<file path="src/hdl/pacd_pkg.sv">
// ----------------------------------------------------------------------------
// pacd_pkg: shared types and constants for the pll audio clock divider
// Field widths, register indexes, status codes and the item records that
// travel beside the divider chains.
// ----------------------------------------------------------------------------
`default_nettype none

package pacd_pkg;

    // configuration
    localparam int CFG_ADDR_W = 2;
    localparam int CFG_DATA_W = 7;
    localparam int FB_W       = 7;
    localparam int IP_W       = 5;
    localparam int OP_W       = 2;

    localparam logic [CFG_ADDR_W-1:0] CFG_FEEDBACK   = 2'd0;
    localparam logic [CFG_ADDR_W-1:0] CFG_INPUT_DIV  = 2'd1;
    localparam logic [CFG_ADDR_W-1:0] CFG_OUTPUT_DIV = 2'd2;

    // item fields
    localparam int RATE_W   = 20;
    localparam int CODE_W   = 7;
    localparam int PLL_W    = 29;
    localparam int DIVO_W   = 7;
    localparam int ARATE_W  = 21;
    localparam int STATUS_W = 2;

    localparam logic [STATUS_W-1:0] STATUS_OK        = 2'd0;
    localparam logic [STATUS_W-1:0] STATUS_NOT_AUDIO = 2'd1;
    localparam logic [STATUS_W-1:0] STATUS_ZERO_RATE = 2'd2;

    // stream widths
    localparam int IN_DATA_W  = 32;
    localparam int OUT_DATA_W = 64;
    localparam int USER_W     = 2;

    // arithmetic
    localparam int             XTAL_W    = 22;
    localparam logic [XTAL_W-1:0] XTAL_HZ = 22'd3686400;
    localparam int             FBP_W     = FB_W + 1;
    localparam int             PROD_W    = XTAL_W + FBP_W;
    localparam int             AUD_SHIFT = 8;
    localparam int             AUD_W     = PLL_W - AUD_SHIFT;
    localparam int             DIV_MAX   = 128;

    // first chain: crystal product over the input divider
    localparam int NUM1_W = PLL_W;
    localparam int DEN1_W = IP_W + 1;
    // second chain: audio numerator over rate or divider
    localparam int NUM2_W = AUD_W + 1;
    localparam int DEN2_W = RATE_W;

    typedef struct packed {
        logic [OP_W-1:0]   op_sel;
        logic              kind;
        logic              audio;
        logic [RATE_W-1:0] rate;
        logic [CODE_W-1:0] code;
    } div1_side_t;

    typedef struct packed {
        logic [PLL_W-1:0]    pll;
        logic                kind;
        logic [STATUS_W-1:0] status;
    } div2_side_t;

    // output divider 1, 4, 2, 8 as a right shift
    function automatic logic [1:0] out_div_shift(input logic [OP_W-1:0] sel);
        logic [1:0] sh;
        case (sel)
            2'd0:    sh = 2'd0;
            2'd1:    sh = 2'd2;
            2'd2:    sh = 2'd1;
            2'd3:    sh = 2'd3;
            default: sh = 2'd0;
        endcase
        return sh;
    endfunction

endpackage

`default_nettype wire

</file>
<file path="src/hdl/pacd_div_cell.sv">
// ----------------------------------------------------------------------------
// pacd_div_cell: one restoring division step
// Shifts one numerator bit into the partial remainder, subtracts the
// divisor when it fits and shifts the quotient bit in at the bottom.
// ----------------------------------------------------------------------------
`default_nettype none

module pacd_div_cell #(
    parameter int NUM_W  = 8,
    parameter int DEN_W  = 8,
    parameter int SIDE_W = 1
) (
    input  wire logic              aclk,
    input  wire logic              aresetn,
    input  wire logic              en,
    input  wire logic              in_valid,
    input  wire logic [DEN_W-1:0]  in_rem,
    input  wire logic [NUM_W-1:0]  in_numq,
    input  wire logic [DEN_W-1:0]  in_den,
    input  wire logic [SIDE_W-1:0] in_side,
    output logic                   out_valid,
    output logic [DEN_W-1:0]       out_rem,
    output logic [NUM_W-1:0]       out_numq,
    output logic [DEN_W-1:0]       out_den,
    output logic [SIDE_W-1:0]      out_side
);

    logic              valid_reg;
    logic [DEN_W-1:0]  rem_reg, rem_next;
    logic [NUM_W-1:0]  numq_reg, numq_next;
    logic [DEN_W-1:0]  den_reg;
    logic [SIDE_W-1:0] side_reg;

    logic [DEN_W:0] trial;
    logic [DEN_W:0] diff;
    logic           take;

    always_comb begin
        trial     = {in_rem, in_numq[NUM_W-1]};
        diff      = trial - {1'b0, in_den};
        take      = (trial >= {1'b0, in_den});
        rem_next  = take ? diff[DEN_W-1:0] : trial[DEN_W-1:0];
        numq_next = {in_numq[NUM_W-2:0], take};
    end

    always_ff @(posedge aclk) begin
        if (!aresetn) begin
            valid_reg <= 1'b0;
        end else if (en) begin
            valid_reg <= in_valid;
        end
    end

    always_ff @(posedge aclk) begin
        if (en) begin
            rem_reg  <= rem_next;
            numq_reg <= numq_next;
            den_reg  <= in_den;
            side_reg <= in_side;
        end
    end

    assign out_valid = valid_reg;
    assign out_rem   = rem_reg;
    assign out_numq  = numq_reg;
    assign out_den   = den_reg;
    assign out_side  = side_reg;

endmodule

`default_nettype wire

</file>
<file path="src/hdl/pacd_div_chain.sv">
// ----------------------------------------------------------------------------
// pacd_div_chain: pipelined unsigned divider
// A row of NUM_W division cells, one quotient bit per cell, carrying the
// divisor and the item's side record along with the partial result.
// ----------------------------------------------------------------------------
`default_nettype none

module pacd_div_chain #(
    parameter int NUM_W  = 8,
    parameter int DEN_W  = 8,
    parameter int SIDE_W = 1
) (
    input  wire logic              aclk,
    input  wire logic              aresetn,
    input  wire logic              en,
    input  wire logic              in_valid,
    input  wire logic [NUM_W-1:0]  in_num,
    input  wire logic [DEN_W-1:0]  in_den,
    input  wire logic [SIDE_W-1:0] in_side,
    output logic                   out_valid,
    output logic [NUM_W-1:0]       out_quot,
    output logic [SIDE_W-1:0]      out_side
);

    logic              valid_w [0:NUM_W];
    logic [DEN_W-1:0]  rem_w   [0:NUM_W-1];
    logic [NUM_W-1:0]  numq_w  [0:NUM_W];
    logic [DEN_W-1:0]  den_w   [0:NUM_W];
    logic [SIDE_W-1:0] side_w  [0:NUM_W];

    assign valid_w[0] = in_valid;
    assign rem_w[0]   = '0;
    assign numq_w[0]  = in_num;
    assign den_w[0]   = in_den;
    assign side_w[0]  = in_side;

    for (genvar i = 0; i < NUM_W; i++) begin : g_cell
        if (i == NUM_W - 1) begin : g_last
            // final remainder is not needed downstream
            pacd_div_cell #(
                .NUM_W  (NUM_W),
                .DEN_W  (DEN_W),
                .SIDE_W (SIDE_W)
            ) u_cell (
                .aclk      (aclk),
                .aresetn   (aresetn),
                .en        (en),
                .in_valid  (valid_w[i]),
                .in_rem    (rem_w[i]),
                .in_numq   (numq_w[i]),
                .in_den    (den_w[i]),
                .in_side   (side_w[i]),
                .out_valid (valid_w[i+1]),
                .out_rem   (),
                .out_numq  (numq_w[i+1]),
                .out_den   (den_w[i+1]),
                .out_side  (side_w[i+1])
            );
        end else begin : g_mid
            pacd_div_cell #(
                .NUM_W  (NUM_W),
                .DEN_W  (DEN_W),
                .SIDE_W (SIDE_W)
            ) u_cell (
                .aclk      (aclk),
                .aresetn   (aresetn),
                .en        (en),
                .in_valid  (valid_w[i]),
                .in_rem    (rem_w[i]),
                .in_numq   (numq_w[i]),
                .in_den    (den_w[i]),
                .in_side   (side_w[i]),
                .out_valid (valid_w[i+1]),
                .out_rem   (rem_w[i+1]),
                .out_numq  (numq_w[i+1]),
                .out_den   (den_w[i+1]),
                .out_side  (side_w[i+1])
            );
        end
    end

    assign out_valid = valid_w[NUM_W];
    assign out_quot  = numq_w[NUM_W];
    assign out_side  = side_w[NUM_W];

endmodule

`default_nettype wire

</file>
<file path="src/hdl/pll_audio_clock_divider.sv">
// ----------------------------------------------------------------------------
// pll_audio_clock_divider: pll frequency and audio divider calculator
// Derives the pll frequency from the configured divider codes and, per item,
// either the audio divider code for a requested rate or the audio rate for a
// given divider code.
// ----------------------------------------------------------------------------
// The block takes one item per clock and returns one result item for each:
// a register stage forms the crystal product, a 29-cell chain divides it by
// the pll input divider, a register stage applies the output divider and
// sets up the audio division, a 22-cell chain performs that division, and
// the output stage clamps and registers the result. The whole pipeline moves
// together; while the output item is held by the sink, nothing advances and
// s_axis_tready is low. The three pll registers are taken by each item at
// acceptance, so they may be rewritten whenever no item is in flight.
`default_nettype none

module pll_audio_clock_divider (
    input  wire logic                               aclk,
    input  wire logic                               aresetn,
    // configuration
    input  wire logic                               cfg_wr_en,
    input  wire logic [pacd_pkg::CFG_ADDR_W-1:0]    cfg_addr,
    input  wire logic [pacd_pkg::CFG_DATA_W-1:0]    cfg_wdata,
    // request items
    input  wire logic                               s_axis_tvalid,
    output logic                                    s_axis_tready,
    // requested_rate, divider_in
    input  wire logic [pacd_pkg::IN_DATA_W-1:0]     s_axis_tdata,
    // kind, is_audio_block
    input  wire logic [pacd_pkg::USER_W-1:0]        s_axis_tuser,
    // result items
    output logic                                    m_axis_tvalid,
    input  wire logic                               m_axis_tready,
    // pll_hz, divider_out, audio_rate_hz
    output logic [pacd_pkg::OUT_DATA_W-1:0]         m_axis_tdata,
    // status
    output logic [pacd_pkg::USER_W-1:0]             m_axis_tuser
);

    import pacd_pkg::*;

    localparam int PLL_LSB   = 0;
    localparam int DIVO_LSB  = PLL_LSB + PLL_W;
    localparam int ARATE_LSB = DIVO_LSB + DIVO_W;
    localparam int OUT_USED  = ARATE_LSB + ARATE_W;

    // ---------------- configuration registers
    logic [FB_W-1:0] feedback_reg;
    logic [IP_W-1:0] input_div_reg;
    logic [OP_W-1:0] output_div_reg;

    always_ff @(posedge aclk) begin
        if (!aresetn) begin
            feedback_reg   <= '0;
            input_div_reg  <= '0;
            output_div_reg <= '0;
        end else if (cfg_wr_en) begin
            case (cfg_addr)
                CFG_FEEDBACK:   feedback_reg   <= cfg_wdata[FB_W-1:0];
                CFG_INPUT_DIV:  input_div_reg  <= cfg_wdata[IP_W-1:0];
                CFG_OUTPUT_DIV: output_div_reg <= cfg_wdata[OP_W-1:0];
                default: ;
            endcase
        end
    end

    // ---------------- pipeline enable
    logic m_valid_reg;
    logic en;

    assign en            = !m_valid_reg || m_axis_tready;
    assign s_axis_tready = en;

    // ---------------- stage 0: crystal product and input divider
    logic                s0_valid_reg;
    logic [NUM1_W-1:0]   s0_num_reg, s0_num_next;
    logic [DEN1_W-1:0]   s0_den_reg, s0_den_next;
    div1_side_t          s0_side_reg, s0_side_next;
    logic [FBP_W-1:0]    fb_plus;
    logic [PROD_W-1:0]   prod;

    always_comb begin
        fb_plus             = {1'b0, feedback_reg} + FBP_W'(2);
        prod                = PROD_W'(XTAL_HZ) * PROD_W'(fb_plus);
        s0_num_next         = prod[NUM1_W-1:0];
        s0_den_next         = {1'b0, input_div_reg} + DEN1_W'(2);
        s0_side_next.op_sel = output_div_reg;
        s0_side_next.kind   = s_axis_tuser[0];
        s0_side_next.audio  = s_axis_tuser[1];
        s0_side_next.rate   = s_axis_tdata[RATE_W-1:0];
        s0_side_next.code   = s_axis_tdata[RATE_W +: CODE_W];
    end

    always_ff @(posedge aclk) begin
        if (!aresetn) begin
            s0_valid_reg <= 1'b0;
        end else if (en) begin
            s0_valid_reg <= s_axis_tvalid;
        end
    end

    always_ff @(posedge aclk) begin
        if (en) begin
            s0_num_reg  <= s0_num_next;
            s0_den_reg  <= s0_den_next;
            s0_side_reg <= s0_side_next;
        end
    end

    // ---------------- first divider chain
    logic              d1_valid;
    logic [NUM1_W-1:0] d1_quot;
    div1_side_t        d1_side;

    pacd_div_chain #(
        .NUM_W  (NUM1_W),
        .DEN_W  (DEN1_W),
        .SIDE_W ($bits(div1_side_t))
    ) u_div1 (
        .aclk      (aclk),
        .aresetn   (aresetn),
        .en        (en),
        .in_valid  (s0_valid_reg),
        .in_num    (s0_num_reg),
        .in_den    (s0_den_reg),
        .in_side   (s0_side_reg),
        .out_valid (d1_valid),
        .out_quot  (d1_quot),
        .out_side  (d1_side)
    );

    // ---------------- stage b: output divider and audio operands
    logic              sb_valid_reg;
    logic [NUM2_W-1:0] sb_num_reg, sb_num_next;
    logic [DEN2_W-1:0] sb_den_reg, sb_den_next;
    div2_side_t        sb_side_reg, sb_side_next;
    logic [PLL_W-1:0]  pll;
    logic [AUD_W-1:0]  aud;

    always_comb begin
        pll = d1_quot >> out_div_shift(d1_side.op_sel);
        aud = pll[PLL_W-1:AUD_SHIFT];
        if (d1_side.kind) begin
            sb_num_next = {1'b0, aud};
            sb_den_next = DEN2_W'(d1_side.code) + DEN2_W'(1);
        end else begin
            // round to nearest by adding half the rate
            sb_num_next = {1'b0, aud} + NUM2_W'(d1_side.rate[RATE_W-1:1]);
            sb_den_next = d1_side.rate;
        end
        sb_side_next.pll  = pll;
        sb_side_next.kind = d1_side.kind;
        if (!d1_side.audio) begin
            sb_side_next.status = STATUS_NOT_AUDIO;
        end else if (!d1_side.kind && d1_side.rate == '0) begin
            sb_side_next.status = STATUS_ZERO_RATE;
        end else begin
            sb_side_next.status = STATUS_OK;
        end
    end

    always_ff @(posedge aclk) begin
        if (!aresetn) begin
            sb_valid_reg <= 1'b0;
        end else if (en) begin
            sb_valid_reg <= d1_valid;
        end
    end

    always_ff @(posedge aclk) begin
        if (en) begin
            sb_num_reg  <= sb_num_next;
            sb_den_reg  <= sb_den_next;
            sb_side_reg <= sb_side_next;
        end
    end

    // ---------------- second divider chain
    logic              d2_valid;
    logic [NUM2_W-1:0] d2_quot;
    div2_side_t        d2_side;

    pacd_div_chain #(
        .NUM_W  (NUM2_W),
        .DEN_W  (DEN2_W),
        .SIDE_W ($bits(div2_side_t))
    ) u_div2 (
        .aclk      (aclk),
        .aresetn   (aresetn),
        .en        (en),
        .in_valid  (sb_valid_reg),
        .in_num    (sb_num_reg),
        .in_den    (sb_den_reg),
        .in_side   (sb_side_reg),
        .out_valid (d2_valid),
        .out_quot  (d2_quot),
        .out_side  (d2_side)
    );

    // ---------------- output stage: clamp and select
    logic [OUT_DATA_W-1:0] m_data_reg, m_data_next;
    logic [USER_W-1:0]     m_user_reg, m_user_next;
    logic [DIVO_W-1:0]     div_code;
    logic [DIVO_W-1:0]     divo;
    logic [ARATE_W-1:0]    arate;
    logic [NUM2_W-1:0]     q_minus1;

    always_comb begin
        q_minus1 = d2_quot - NUM2_W'(1);
        // clamp the divider to 1..128, then store it minus one
        if (d2_quot == '0) begin
            div_code = '0;
        end else if (d2_quot > NUM2_W'(DIV_MAX)) begin
            div_code = DIVO_W'(DIV_MAX - 1);
        end else begin
            div_code = q_minus1[DIVO_W-1:0];
        end
        divo  = '0;
        arate = '0;
        if (d2_side.status == STATUS_OK) begin
            if (d2_side.kind) begin
                arate = d2_quot[ARATE_W-1:0];
            end else begin
                divo = div_code;
            end
        end
        m_data_next = {{(OUT_DATA_W - OUT_USED){1'b0}}, arate, divo, d2_side.pll};
        m_user_next = d2_side.status;
    end

    always_ff @(posedge aclk) begin
        if (!aresetn) begin
            m_valid_reg <= 1'b0;
        end else if (en) begin
            m_valid_reg <= d2_valid;
        end
    end

    always_ff @(posedge aclk) begin
        if (en) begin
            m_data_reg <= m_data_next;
            m_user_reg <= m_user_next;
        end
    end

    assign m_axis_tvalid = m_valid_reg;
    assign m_axis_tdata  = m_data_reg;
    assign m_axis_tuser  = m_user_reg;

    // ---------------- assertions
    // an error status carries no divider and no rate
    assert property (@(posedge aclk) disable iff (!aresetn)
        (m_axis_tvalid && m_axis_tuser != STATUS_OK)
            |-> (m_axis_tdata[OUT_USED-1:DIVO_LSB] == '0))
        else $error("error status with nonzero divider or rate");

    // only one of divider and rate is ever reported
    assert property (@(posedge aclk) disable iff (!aresetn)
        m_axis_tvalid
            |-> (m_axis_tdata[DIVO_LSB +: DIVO_W] == '0
                 || m_axis_tdata[ARATE_LSB +: ARATE_W] == '0))
        else $error("divider and rate both reported");

    // an accepted item enters the first stage
    assert property (@(posedge aclk) disable iff (!aresetn)
        (s_axis_tvalid && s_axis_tready) |=> s0_valid_reg)
        else $error("accepted item lost at pipeline entry");

    // the pipeline holds still while the result is stalled
    assert property (@(posedge aclk) disable iff (!aresetn)
        (m_axis_tvalid && !m_axis_tready) |=> ($stable(s0_valid_reg) && $stable(sb_valid_reg)))
        else $error("pipeline moved during output stall");

endmodule

`default_nettype wire

</file>
<file path="config.mk">
export PLATFORM = sky130hd
export DESIGN_NAME = pll_audio_clock_divider
export DESIGN_NICKNAME = d
export VERILOG_FILES = /design/src/hdl/pacd_pkg.sv /design/src/hdl/pacd_div_cell.sv /design/src/hdl/pacd_div_chain.sv /design/src/hdl/pll_audio_clock_divider.sv
export SDC_FILE = /design/constraint.sdc
export NUM_CORES = 2
export LEC_CHECK = 0
export ABC_CLOCK_PERIOD_IN_PS = 147600
export BUFFER_PORTS_ARGS = -buffer_cell sky130_fd_sc_hd__buf_2
export CAP_MARGIN = 30
export CORE_MARGIN = 2
export CORE_UTILIZATION = 45
export CTS_CLUSTER_DIAMETER = 80
export DETAILED_ROUTE_END_ITERATION = 8
export GPL_TIMING_DRIVEN = 0
export PLACE_DENSITY_LB_ADDON = 0.15
export SYNTH_ARGS = -nofsm -noshare
export SYNTH_HDL_FRONTEND = slang
export SYNTH_SLANG_ARGS = --single-unit
</file>
<file path="constraint.sdc">
create_clock -name aclk -period 147.6 [get_ports aclk]
set_clock_uncertainty 0.05 [all_clocks]
set_input_delay 22.14 -clock aclk [delete_from_list [all_inputs] [get_ports aclk]]
set_output_delay 22.14 -clock aclk [all_outputs]
set_load 0.01 [all_outputs]
</file>
* Yosys cells after proc, flatten, opt, wreduce, memory -nomap -nowiden
Cells that the tools add are included.
W data, S select, Z words.
** Storage, ports and cells
- Bits in registers :: 4056
- Bits of input ports :: 48
- Word-level logic and storage cells :: 471
** Cells by class
- $add $sub $neg :: 54
- Multiply operators :: 1
- Order comparisons :: 52
- Eq/ne operators :: 5
- Shift-type cells :: 1
- Mux-type cells :: 54
- Bitwise gates (word level) :: 1
- Reductions and logical operators :: 14
** Operators by type and width (count)
- $ge A21 B20 Y1 :: 21
- $mux W20 :: 21
- $sub A20 B20 Y20 :: 20
- $ge A7 B6 Y1 :: 28
- $mux W6 :: 27
- $sub A6 B6 Y6 :: 27
- $shr A29 B2 Y29 :: 1
- $add A21 B19 Y22 :: 1
- $gt A22 B8 Y1 const B :: 1
- $logic_not A22 Y1 :: 1
- $mux W21 :: 1
- $ge A1 B20 Y1 :: 1
- $logic_not A20 Y1 :: 1
- $sub A1 B20 Y20 :: 1
- $mul A8 B8 Y15 const A :: 1
- $add A7 B1 Y8 const B :: 1
- $add A7 B2 Y8 const B :: 1
- $pmux W2 S4 :: 1
- $reduce_and A2 Y1 :: 4
- $mux W7 :: 1
- $sub A7 B1 Y7 const B :: 1
- $add A5 B2 Y6 const B :: 1
- $eq A2 B2 Y1 const B :: 3
- $ge A1 B6 Y1 :: 1
- 10 further kinds :: 15

* Logic depth before layout (Yosys ltp)
- Word-level depth :: 5
- Mapped depth :: 16

* Modules after synthesis
A second synthesis with hierarchy kept.
** Unflattened totals
- Cells, all modules :: 10854
- Area, all modules :: 179256.9 sq um
** By module, submodules not included
- pacd_div_cell at u_div1.g_cell[0].g_mid.u_cell ... :: instances 29, cells an instance 120, area each 2580.0 sq um, sequential area each 2182.1 sq um
- pacd_div_cell at u_div2.g_cell[0].g_mid.u_cell ... :: instances 16, cells an instance 305, area each 4346.7 sq um, sequential area each 2842.7 sq um
- pacd_div_cell at u_div2.g_cell[18].g_mid.u_cell ... :: instances 6, cells an instance 301, area each 4176.5 sq um, sequential area each 2842.7 sq um
- pll_audio_clock_divider :: instances 1, cells an instance 686, area each 9824.4 sq um, sequential area each 5895.7 sq um
- pacd_div_chain :: instances 2, cells an instance 1, area each 3.8 sq um, sequential area each 0.0 sq um

* Worst setup path before layout
OpenSTA, ideal clock, no wires.
- Path type :: input to output
- From :: input m_axis_tready
- To :: output s_axis_tready
- Arrival time :: 129.831 ns
- Required time :: 125.410 ns
- Slack :: -4.421 ns
- Stages on the path :: 4
- Path through :: nor2b_1 clkbuf_1 inv_2 clkbuf_1
** On the way
- Word-level cells in the longest chain between the ends :: 1
** RTL lines
- from (decl) :: RTL line pll_audio_clock_divider.sv:33 : input wire logic m_axis_tready,
- $logic_or A1 B1 Y1 :: RTL line pll_audio_clock_divider.sv:71 : assign en = !m_valid_reg || m_axis_tready;
- to (decl) :: RTL line pll_audio_clock_divider.sv:26 : output logic s_axis_tready,
Every way passes these cells.

* Final worst setup path
Same ends and word-level chain as after synthesis.

==> reports/results.ini <==
[outcome]
outcome = finished clean

[timing]
finalHoldViolations = 0
grt_setup_unrepaired = false
slew_headroom = 0.365
final.setup.tns_ps = 0
fin_crit_ps = 47840
worst_hold_slack_ps = 318
setup_viol = 0
tightest_slew_ps = 953
drv_slew = 0
fmax_ghz = 0.0209
finalCritPeriodShare = 0.324

[synthesis]
ys_seq_area_frac = 0.762
synth_flop_cell = edfxtp_1
syn_area_um2 = 159000
synth.avg_cell_area_um2 = 16.4
synth_seq_cells = 4056
synth_edf_count = 3988
async_flop_share = 0
ys_warn_count = 0
synth_cells = 9716
synth_cell_types = 88

[flow_run]
drv_cap = 0

[min_path]
min_from = u_div2.g_cell[3].g_mid.u_cell.out_side[28]$_DFFE_PP_
hold_path_class = reg -> reg
min_path_cells = 0

[placed_design]
gp_congestion = 0.849
numPortBuffers = 102
dp_hpwl_um = 181000

[drt]
postRouteAntennaNets = 0
num_vias = 77136
first_iter_violations = 5733
drt_first_pass_iters = 6
wirelength_um = 270000
wire_per_inst_um = 17.5
via_per_inst = 5.02
drc = 0

[floorplan]
die-area_um2 = 358000
io_pins = 116
fp-row-count = 218
die_y_um = 598
core_um2 = 352000
start_util = 0.451
fp.dieW_um = 598

[clock_network]
cts_hold_buf = 0
path_clk_slew_ps = 60
worstSkewPairLatency_ps = 950
post_cts_buffers = 0
cts_buffer_depth = 4
cts_tree = done
cts_buffers = 421
ctsResizeCount = 0
cts_sinks = 4056
cts_root_buffer = clkbuf_16
htree_num_levels = 5

[finish]
layout_common_cells = edfxtp_1 (3988), inv_1 (869), ha_1 (646)
n_fill_cell = 28716
area_growth_pct = 13.6
drive_above_1_share = 0.0850
largest_register_ff_count = 868
final_common_cell = edfxtp_1
final_core_util = 0.512
layout.nets = 11041

[setup_path]
endpoint_kind = primary output
worstSetupStartpointType = input port
path_buf_inv = 9
reg2reg_from = u_div1.g_cell[28].g_last.u_cell.out_side[30]$_DFFE_PP_
crit_top_cell = buf_16
cp_cell_sequence = buf_2 > nor2b_1 > clkbuf_1 > inv_2 > clkbuf_8 > buf_16 > buf_16 > buf_16 > buf_16 > buf_2
cp.arrival_ps = 25650
worst-path-max-fanout = 117
crit_cells = 10
rrSetupSlack_ps = 142260
reg2reg_depth = 15
startpoint = m_axis_tready
cpLargestDelayFamily = buffers and inverters
critPathMaxStageDelay_ps = 600
required_ps = 125410
crit_path_top_delay_cell = clkbuf_8
path_class = in -> out

[power]
leakagePower_nw = 67.6
vdd_drop_max_mv = 0.00972
p_total_mw = 3.41
p_per_area_nw_per_um2 = 18.9

[global_route]
grt_max_degree = 131
track_usage = 0.148
antenna_found_initial = 3
grt_pass1_vias = 77493
overflow = 0
grt_pass1_wl_um = 422000

-- routing by layer --
metal  part of all wire  GRT usage
met1               0.43      0.190
met2               0.49      0.251
met3              0.036     0.0216
met4              0.041     0.0623
met5           0.000048          0
-- cell usage after synthesis (62+ instances only) --
cell type	instances	area share
edfxtp_1	3988	0.75
inv_1	869	0.021
ha_1	646	0.051
nand2_1	516	0.012
a21oi_1	436	0.014
nor2_1	435	0.010
o21ai_0	400	0.013
xnor2_1	211	0.012
xor2_1	177	0.0098
mux2_1	154	0.011
nor2b_1	152	0.0060
a21o_1	138	0.0065
clkbuf_1	111	0.0026
a21boi_0	101	0.0048
nor3_1	91	0.0029
o21ai_1	91	0.0029
nand4_1	89	0.0035
nand3_1	88	0.0028
dfxtp_1	68	0.0086
o21a_1	67	0.0032
nand2b_1	62	0.0024
-- kinds of logic after synthesis --
| group | Yosys count | share of synthesized area |
|---|---|---|
| mux | 270 | 0.0201 |
| compound gates | 1618 | 0.0637 |
| flops | 4056 | 0.762 |
| fa+ha+maj | 702 | 0.0579 |
| other cells | 1 | 0.0000236 |
| xor+xnor | 388 | 0.0214 |
| buf+inv | 1016 | 0.0244 |
| simple gates | 1665 | 0.0501 |
-- area by class of cell --
class | count | area [um^2] | share of cell area
tap | 4730 | 5920 | 0.0328
sequential | 4056 | 121000 | 0.671
antenna | 1 | 2.50 | 0.0000139
buffer | 144 | 619 | 0.00343
clock inverter | 276 | 3050 | 0.0169
inverter | 872 | 3270 | 0.0181
clock buffer | 503 | 11000 | 0.0608
multi-input combinational | 4650 | 33900 | 0.188
timing repair buffer | 146 | 1560 | 0.00866
-- worst paths after layout --
path	endpoint
worst max-delay path	s_axis_tready
worst min-delay path	u_div2.g_cell[4].g_mid.u_cell.out_side[28]$_DFFE_PP_
worst max register to register	sb_num_reg[18]$_DFFE_PP_
worst min register to register	u_div2.g_cell[4].g_mid.u_cell.out_side[28]$_DFFE_PP_
-- where the power goes --
group / switching [mW] / internal (mW)
clock network: 0.434 / 0.626
registers: 0.0915 / 1.56
logic: 0.397 / 0.300
total: 0.922 / 2.49
-- metrics by stage --
| step | setup slack (ps) | area, um^2 | instances |
|---|---|---|---|
| floorplan | 53280 | 159000 | 9722 |
| global route | 99340 | 180000 | 15378 |
| finish | 99760 | 180000 | 15378 |
| global placement | 29040 | 165000 | 14554 |
| detailed placement | 99650 | 166000 | 14596 |
| CTS | 99650 | 180000 | 15375 |
Power figures use the tool's default switching activity.
